**src/design/slot_allocator_with_key_lookup_macros.svh**
```systemverilog
// assertion helpers
`ifndef SLOT_ALLOCATOR_WITH_KEY_LOOKUP_MACROS_SVH
`define SLOT_ALLOCATOR_WITH_KEY_LOOKUP_MACROS_SVH

`ifndef SYNTHESIS
`define SAKL_ASSERT(lbl, clk, rst_n, prop) \
	lbl: assert property (@(posedge clk) disable iff (!rst_n) prop) \
		else $error("assertion failed");
`define SAKL_NEVER(lbl, clk, rst_n, expr) \
	`SAKL_ASSERT(lbl, clk, rst_n, !(expr))
`else
`define SAKL_ASSERT(lbl, clk, rst_n, prop)
`define SAKL_NEVER(lbl, clk, rst_n, expr)
`endif

`endif

```
**src/design/sakl_pkg.sv**
```systemverilog
package sakl_pkg;

	localparam int NUM_SLOTS   = 32;
	localparam int MAX_RESULTS = 32;
	localparam int KEY_W       = 64;
	localparam int SLOT_ID_W   = 5;
	localparam int IDX_W       = (NUM_SLOTS > 1) ? $clog2(NUM_SLOTS) : 1;
	localparam int CNT_W       = (MAX_RESULTS > 1) ? $clog2(MAX_RESULTS) : 1;

	typedef enum logic [1:0] {
		KIND_ACQUIRE = 2'd0,
		KIND_LOOKUP  = 2'd1,
		KIND_RELEASE = 2'd2,
		KIND_LIST    = 2'd3
	} kind_t;

	typedef struct packed {
		logic load_req;
		logic load_vec;
		logic emit;
	} sakl_cmd_t;

	typedef struct packed {
		logic can_emit;
		logic last;
	} sakl_sts_t;

	// index of a one-hot (or zero) vector
	function automatic logic [IDX_W-1:0] onehot_index(input logic [NUM_SLOTS-1:0] oh);
		logic [IDX_W-1:0] idx;
		idx = '0;
		for (int i = 0; i < NUM_SLOTS; i++) begin
			if (oh[i]) begin
				idx = idx | IDX_W'(i);
			end
		end
		return idx;
	endfunction

endpackage

```
**src/design/sakl_ctrl.sv**
```systemverilog
module sakl_ctrl (
	input  logic              clk,
	input  logic              arst_n,
	input  logic              in_valid,
	output logic              in_ready,
	input  sakl_pkg::sakl_sts_t sts,
	output sakl_pkg::sakl_cmd_t cmd
);
	import sakl_pkg::*;

	typedef enum logic [1:0] {
		ST_IDLE,
		ST_CMP,
		ST_RES
	} state_t;

	state_t state_q;
	logic   accept;
	logic   emit;

	assign emit     = (state_q == ST_RES) && sts.can_emit;
	assign in_ready = (state_q == ST_IDLE) || (emit && sts.last);
	assign accept   = in_valid && in_ready;

	assign cmd.load_req = accept;
	assign cmd.load_vec = (state_q == ST_CMP);
	assign cmd.emit     = emit;

	always_ff @(posedge clk or negedge arst_n) begin
		if (!arst_n) begin
			state_q <= ST_IDLE;
		end else begin
			unique case (state_q)
				ST_IDLE: begin
					if (accept) state_q <= ST_CMP;
				end
				ST_CMP: begin
					state_q <= ST_RES;
				end
				ST_RES: begin
					if (emit && sts.last) begin
						state_q <= accept ? ST_CMP : ST_IDLE;
					end
				end
				default: begin
					state_q <= ST_IDLE;
				end
			endcase
		end
	end

endmodule

```
**src/design/sakl_dp.sv**
```systemverilog
module sakl_dp (
	input  logic                           clk,
	input  logic                           arst_n,
	input  sakl_pkg::sakl_cmd_t            cmd,
	output sakl_pkg::sakl_sts_t            sts,
	input  logic [1:0]                     kind,
	input  logic [sakl_pkg::KEY_W-1:0]     owner_key,
	output logic                           out_valid,
	input  logic                           out_ready,
	output logic                           found,
	output logic [sakl_pkg::SLOT_ID_W-1:0] slot_id,
	output logic                           last
);
	import sakl_pkg::*;

	logic [NUM_SLOTS-1:0]           valid_q;
	logic [KEY_W-1:0]               owner_q [NUM_SLOTS];
	kind_t                          kind_q;
	logic [KEY_W-1:0]               key_q;
	logic [NUM_SLOTS-1:0]           vec_s1;
	logic [CNT_W-1:0]               cnt_q;
	logic                           out_valid_q;
	logic                           found_q;
	logic [SLOT_ID_W-1:0]           slot_id_q;
	logic                           last_q;

	logic [NUM_SLOTS-1:0]           eq;
	logic [NUM_SLOTS-1:0]           vec_d;
	logic [NUM_SLOTS-1:0]           lsb;
	logic [NUM_SLOTS-1:0]           rest;
	logic                           any;
	logic [IDX_W-1:0]               idx;
	logic [IDX_W+SLOT_ID_W-1:0]     idx_wide;
	logic                           key_zero;
	logic                           last_d;

	always_comb begin
		for (int i = 0; i < NUM_SLOTS; i++) begin
			eq[i] = valid_q[i] && (owner_q[i] == key_q);
		end
	end

	assign key_zero = (key_q == '0);

	always_comb begin
		unique case (kind_q)
			KIND_ACQUIRE: vec_d = key_zero ? '0 : ~valid_q;
			KIND_LOOKUP:  vec_d = eq;
			KIND_RELEASE: vec_d = key_zero ? '0 : eq;
			KIND_LIST:    vec_d = valid_q;
			default:      vec_d = '0;
		endcase
	end

	assign lsb      = vec_s1 & (~vec_s1 + NUM_SLOTS'(1));
	assign rest     = vec_s1 & ~lsb;
	assign any      = |vec_s1;
	assign idx      = onehot_index(lsb);
	assign idx_wide = {{SLOT_ID_W{1'b0}}, idx};
	assign last_d   = (kind_q != KIND_LIST) || (rest == '0) ||
		(cnt_q == CNT_W'(MAX_RESULTS - 1));

	assign sts.can_emit = !out_valid_q || out_ready;
	assign sts.last     = last_d;

	always_ff @(posedge clk) begin
		if (cmd.load_req) begin
			kind_q <= kind_t'(kind);
			key_q  <= owner_key;
		end
		if (cmd.load_vec) begin
			vec_s1 <= vec_d;
		end else if (cmd.emit) begin
			vec_s1 <= rest;
		end
		if (cmd.load_vec) begin
			cnt_q <= '0;
		end else if (cmd.emit) begin
			cnt_q <= cnt_q + CNT_W'(1);
		end
		if (cmd.emit) begin
			found_q   <= any;
			slot_id_q <= any ? idx_wide[SLOT_ID_W-1:0] : '0;
			last_q    <= last_d;
		end
		if (cmd.emit && any && kind_q == KIND_ACQUIRE) begin
			owner_q[idx] <= key_q;
		end
	end

	always_ff @(posedge clk or negedge arst_n) begin
		if (!arst_n) begin
			valid_q     <= '0;
			out_valid_q <= 1'b0;
		end else begin
			if (cmd.emit && any) begin
				if (kind_q == KIND_ACQUIRE) valid_q[idx] <= 1'b1;
				else if (kind_q == KIND_RELEASE) valid_q[idx] <= 1'b0;
			end
			if (cmd.emit) begin
				out_valid_q <= 1'b1;
			end else if (out_ready) begin
				out_valid_q <= 1'b0;
			end
		end
	end

	assign out_valid = out_valid_q;
	assign found     = found_q;
	assign slot_id   = slot_id_q;
	assign last      = last_q;

endmodule

```
**src/design/slot_allocator_with_key_lookup.sv**
```systemverilog
// Slot allocator with key lookup.
// Input channel (in_valid/in_ready) takes one request: kind and owner_key.
//   acquire claims the lowest free slot, lookup finds the lowest matching
//   valid slot, release frees it, list reports every valid slot in order.
// Output channel (out_valid/out_ready) returns results: found, slot_id and
//   last, which marks the final result of a request.
// Steps: the request is registered on accept, the next cycle compares the
//   key against all slots in parallel and registers the hit vector, and then
//   the result state encodes the lowest hit and loads the output register
//   once that register is empty or being read. A new request can be accepted
//   in the same cycle as the last result of the previous one is loaded. A
//   list produces one result per cycle after the compare while the receiver
//   keeps up, one per valid slot (at most 32).
// The output register frees the input side: a new request is taken while
//   the previous result still waits. When the receiver stalls, the result
//   holds and the block pauses before loading the next one.
// Reset clears all valid marks; the table is ready in the first cycle.
module slot_allocator_with_key_lookup (
	input  logic                           clk,
	input  logic                           arst_n,
	input  logic                           in_valid,
	output logic                           in_ready,
	input  logic [1:0]                     kind,
	input  logic [sakl_pkg::KEY_W-1:0]     owner_key,
	output logic                           out_valid,
	input  logic                           out_ready,
	output logic                           found,
	output logic [sakl_pkg::SLOT_ID_W-1:0] slot_id,
	output logic                           last
);
	import sakl_pkg::*;

	`include "slot_allocator_with_key_lookup_macros.svh"

	sakl_cmd_t cmd;
	sakl_sts_t sts;

	sakl_ctrl u_ctrl (
		.clk      (clk),
		.arst_n   (arst_n),
		.in_valid (in_valid),
		.in_ready (in_ready),
		.sts      (sts),
		.cmd      (cmd)
	);

	sakl_dp u_dp (
		.clk       (clk),
		.arst_n    (arst_n),
		.cmd       (cmd),
		.sts       (sts),
		.kind      (kind),
		.owner_key (owner_key),
		.out_valid (out_valid),
		.out_ready (out_ready),
		.found     (found),
		.slot_id   (slot_id),
		.last      (last)
	);

	`SAKL_ASSERT(a_no_back_to_back_accept, clk, arst_n, in_valid && in_ready |=> !in_ready)
	`SAKL_ASSERT(a_not_last_is_found, clk, arst_n, out_valid && !last |-> found)
	`SAKL_ASSERT(a_miss_zero_id, clk, arst_n, out_valid && !found |-> slot_id == '0)
	`SAKL_NEVER(a_load_and_emit, clk, arst_n, cmd.load_vec && cmd.emit)

endmodule

```
**config.mk**
```make
export PLATFORM = sky130hd
export DESIGN_NAME = slot_allocator_with_key_lookup
export DESIGN_NICKNAME = d
export VERILOG_FILES = /design/src/design/sakl_pkg.sv /design/src/design/sakl_ctrl.sv /design/src/design/sakl_dp.sv /design/src/design/slot_allocator_with_key_lookup.sv
export VERILOG_INCLUDE_DIRS = /design/src /design/src/design
export SDC_FILE = /design/constraint.sdc
export NUM_CORES = 2
export LEC_CHECK = 0
export BUFFER_PORTS_ARGS = -buffer_cell sky130_fd_sc_hd__buf_2
export CAP_MARGIN = 15
export CORE_MARGIN = 10
export CORE_UTILIZATION = 40
export DETAILED_ROUTE_END_ITERATION = 7
export PLACE_DENSITY = 0.56
export SYNTH_ARGS = -nofsm -noshare
export SYNTH_HDL_FRONTEND = slang
export SYNTH_SLANG_ARGS = --single-unit
```
**constraint.sdc**
```tcl
create_clock -name clk -period 11.04 [get_ports clk]
set_clock_uncertainty 0.15 [all_clocks]
set_input_delay 3.312 -clock clk [delete_from_list [all_inputs] [get_ports clk]]
set_output_delay 3.312 -clock clk [all_outputs]
set_load 0.005 [all_outputs]
```
==> results.md <==
- The placed instance count is 8911.
- The number of sinks driven by the clock tree is ~2.2k.
- The setup path with the least slack is of type flop to output port.
- The number of global-route vias before repair came to about 52k.
- When the netlist entered floorplanning its net count stood at around 6k.
- In this run the count of I/O pins placed on the die edge is between 70 and 80.
- In the routed layout, each cell is associated on average with a via count of roughly 5.9.
- The min-delay analysis places its worst path in the category flop to flop.
- The area of the die is ~250000 sq um.
- At the later pin of the worst-skew pair, clock insertion delay measures just under 0.9 ns.
- For this run, asynchronously set or reset flops after synthesis account for 0.0160.
- The fraction of post-synthesis cell area in the top cell type by area is 0.702.
- The initialized floorplan defines between 150 and 200 standard-cell rows.
- The initial utilization of the core area, before any placement, comes to 0.401.
- In the finished design, the share of the clock period the worst path needs comes to 0.723.
- After synthesis the netlist holds a flip-flop and latch count of roughly 2.2k.
- The synthesis-to-finish area growth is 13.5%.
- Counting buffers and inverters, the worst setup path is 8 cells deep.
- The type of destination of the critical path is an output port.
- After clock tree synthesis, the flow added hold-fix buffers numbering 0.
- Summed over all instances, the cell type with the most area after synthesis is edfxtp_1.
- Among all flip-flop cells after synthesis, the most frequent one is edfxtp_1.
- The TritonCTS buffer count is between 200 and 250.
- Gates resized during post-CTS repair numbered 0.
- Total power for the finished layout comes to between 20000 and 25000 uW.
- The largest individual stage delay along the critical path comes from the cell nor4_1.
- Summing over every cut layer, the via total after detailed routing is approximately 55k.
- The capturing point of the worst reg2reg path is u_dp.owner_q[19][13].
- The buffers inserted during post-CTS setup optimization is 0.
- The final count of pins violating max slew is 0.
- The maximum clock rate is 125 MHz.
- The buffer depth of the longest clock path is 3.
- The leakage component of the power is 0.0327 uW.
- The root buffer selected by CTS is clkbuf_16.
- The flow ran to the end, and the final reports show no timing, DRC or antenna violations.
- Dividing the synthesized area by the synthesized cell count gives 15.7 sq um.
- The sum of buffers and inverters on the critical path is 1.
- The largest incremental delay on the critical path is 0.61 ns.
- The number of buffer cells added on primary ports is 78.
- After detailed routing, the number of remaining DRC violations is 0.
- Across all register-to-register paths, the minimum setup slack is 5.21 ns.
- Measured against its own limit, the worst slew margin works out to 0.166.
- The clock edge transition at the registers on the reported setup and hold paths is 0.06 ns.
- The Yosys step of the flow raised 0 warnings.
- The total count of hold-check failures in the final report is 0.
- The violation count after the first detailed-routing iteration is ~7.6k.
- TritonCTS built the clock tree.
- Yosys mapped a number of flops with a built-in enable equal to 2153.
- The global routing usage summed across all routing layers is 0.238.
- In this run the worst path has a maximum fanout of 15.
- Wires add up to a little over 300000 microns.
- The level count of the clock H-tree is 4.
- The vertical extent of the die is 500 microns.
- The die is 500 microns wide.
- The final count of negative-setup-slack endpoints is 0.
- The depth of the worst hold-timing path is 2.
- The data arrival at the endpoint of the critical path is roughly 4.5 ns.
- In the synthesized netlist, the number of instances is between 5k and 6k.
- The wire length of the first global-routing pass is about 420000 microns.
- The type of origin of the critical path is a flop.
- The post-synthesis instance area is slightly above 90000 sq um.
- The count of nets left with antenna violations after detail routing is 0.
- Setup repair after global routing left no endpoint under its margin.
- Adding up every negative setup slack in the final design gives 0 ns.
- The distinct cell type count of the synthesized netlist is 77.
- The share of the Yosys chip area taken by registers is 0.713.
- The number of cells on the worst reg-to-reg path is 10.
- Once detailed placement completed, the half-perimeter wirelength came to 182000 microns.
- After synthesis, the cell types taking the most area are edfxtp_1, xnor2_1, xor2_1.
- The final standard cell utilization of the core is 0.456.
- The power density over the cells is between 200 and 250 nW/um^2.
- Max-cap violations in this run came to 0.
- The average routed wire per standard cell is ~33 microns.
- The number of antenna violations at the first check in global routing is 29.
- IR analysis of the VDD net gives a maximum drop of 0.196 mV.
- The global placement routability congestion is between 0.8 and 0.9.
- The post-layout net count is around 6k.
- The worst hold path begins at u_dp.cnt_q[4].
- The fraction of layout cells with a size suffix above 1 is 0.112.
- Entering global routing, the biggest net connects 66 pins.
- The minimum clock period after layout is ~8 ns.
- Before antenna repair, the detailed router went through 7 iterations.
- The kind of cell with the highest combined delay along the critical path is simple AND/OR/NAND/NOR gates.
- The end of the worst hold path is u_dp.cnt_q[4].
- The required arrival time at the worst endpoint is roughly 7.6 ns.
- The worst-margin pin slew is ~1.2 ns.
- Excluding fillers, the count of instances in the completed layout stands at 9324.
- The signal on the critical path passes through nor4_2 > nand4b_1 > o21ai_0 > o2111ai_1 > nor4_1 > a311oi_1 > o22ai_1 > buf_2.
- After global routing the overflow that remains totals 0.
- The critical register-to-register path startpoint is u_dp.vec_s1[17].
- The area of the core is ~230000 sq um.
## kinds of logic after synthesis
group	share of synthesized area
AOI/OAI and AO/OA	0.0468
xor gates and xnor gates	0.159
adders and majority gates	0.000272
buffers and inverters	0.0194
DFF	0.713
muxes	0.00109
and+or+nand+nor	0.0608
## flip-flops by register name (all words and copies together) (netlist names), named ones only
name            cells
u_dp.key_q         64
u_dp.found          1
u_dp.kind_q         2
u_dp.vec_s1        32
u_dp.slot_id        5
u_dp.last           1
u_dp.out_valid      1
u_dp.owner_q     2048
u_ctrl.state_q      2
u_dp.cnt_q          5
## stage by stage
stage | hold slack [ns] | setup slack [ns] | instance area [sq um]
2_1_floorplan | 0.291 | 1.19 | 92100
3_3_place_gp | 0.299 | 3.35 | 97700
3_5_place_dp | 0.308 | 3.35 | 97700
4_1_cts | 0.317 | 3.02 | 105000
5_1_grt | 0.342 | 2.79 | 105000
6_report | 0.315 | 3.06 | 105000
## metal layers
metal / GRT usage / vias up / part of all wire
li1: - / 22800 / -
met1: 0.340 / 28800 / 0.43
met2: 0.371 / 2678 / 0.45
met3: 0.0427 / 518 / 0.085
met4: 0.0710 / 4 / 0.033
met5: 0 / - / 0.000088
## worst max path at each step
stage,start,end
final,u_dp.vec_s1[17],in_ready
after global routing,u_dp.vec_s1[17],in_ready
after CTS,u_dp.vec_s1[17],in_ready
after detailed placement,out_ready,in_ready
after global placement,out_ready,in_ready
after floorplan,out_ready,u_dp.owner_q[0][0]
## synthesized netlist by cell type, types with 5 or more instances
cell and number:
or3_1 5, inv_1 130, o32ai_1 9, buf_2 14
nor2_1 77, o21ai_0 31, o41ai_1 11, edfxtp_1 2153
nand4_1 300, a21oi_1 28, a2111oi_0 19, o22ai_1 120
o31ai_1 51, mux2i_1 10, xnor2_1 907, o2111ai_1 13
a22o_1 61, or2_2 6, o2bb2ai_1 65, nor4b_1 8
nand2b_1 38, clkbuf_1 203, nor2b_1 5, a211oi_1 9
a31oi_1 5, nand3_1 42, nor3_1 93, nand2_1 47
clkinv_1 17, or4_1 10, dfrtp_1 35, a221o_1 11
o221ai_1 25, a21o_1 5, a221oi_1 41, a31o_2 5
a222oi_1 9, xor2_1 766, dfxtp_1 5, buf_1 92
nor4_1 305
## cell usage in the layout, fill, tap and decap left out, types with 38 or more instances in the layout
master,n
buf_2,78
clkinv_1,83
clkbuf_16,221
a221oi_1,40
xnor2_1,907
nand3_1,41
nor2_1,76
nand2b_1,38
clkinv_2,42
a22o_1,61
o22ai_1,120
buf_4,238
nand4_1,300
inv_1,130
nor3_1,61
o2bb2ai_1,65
edfxtp_1,2153
nor4_1,303
o31ai_1,50
clkbuf_1,50
xor2_1,766
nand2_1,46
## worst min-delay path, cell delays in order, from the launching register on
cell and delay [ns]:
dfxtp_1 0.31, nand2_1 0.05, a21oi_1 0.06
## where the power goes
group          internal (uW)  leakage, uW  switching, uW  total [uW]
registers               9840       0.0199            256       10100
logic                   1350      0.00950           3810        5160
clock network           3930      0.00332           3250        7180
## cell type report
cell class,count,area [sq um]
timing repair buffer,347,2800
tap,3026,3790
sequential,2193,65600
clock buffer,271,5720
inverter,148,557
multi-input combinational,3198,24900
clock inverter,137,1090
fill,20000,125000
antenna,4,10.0
(Power assumes the default switching activity.)
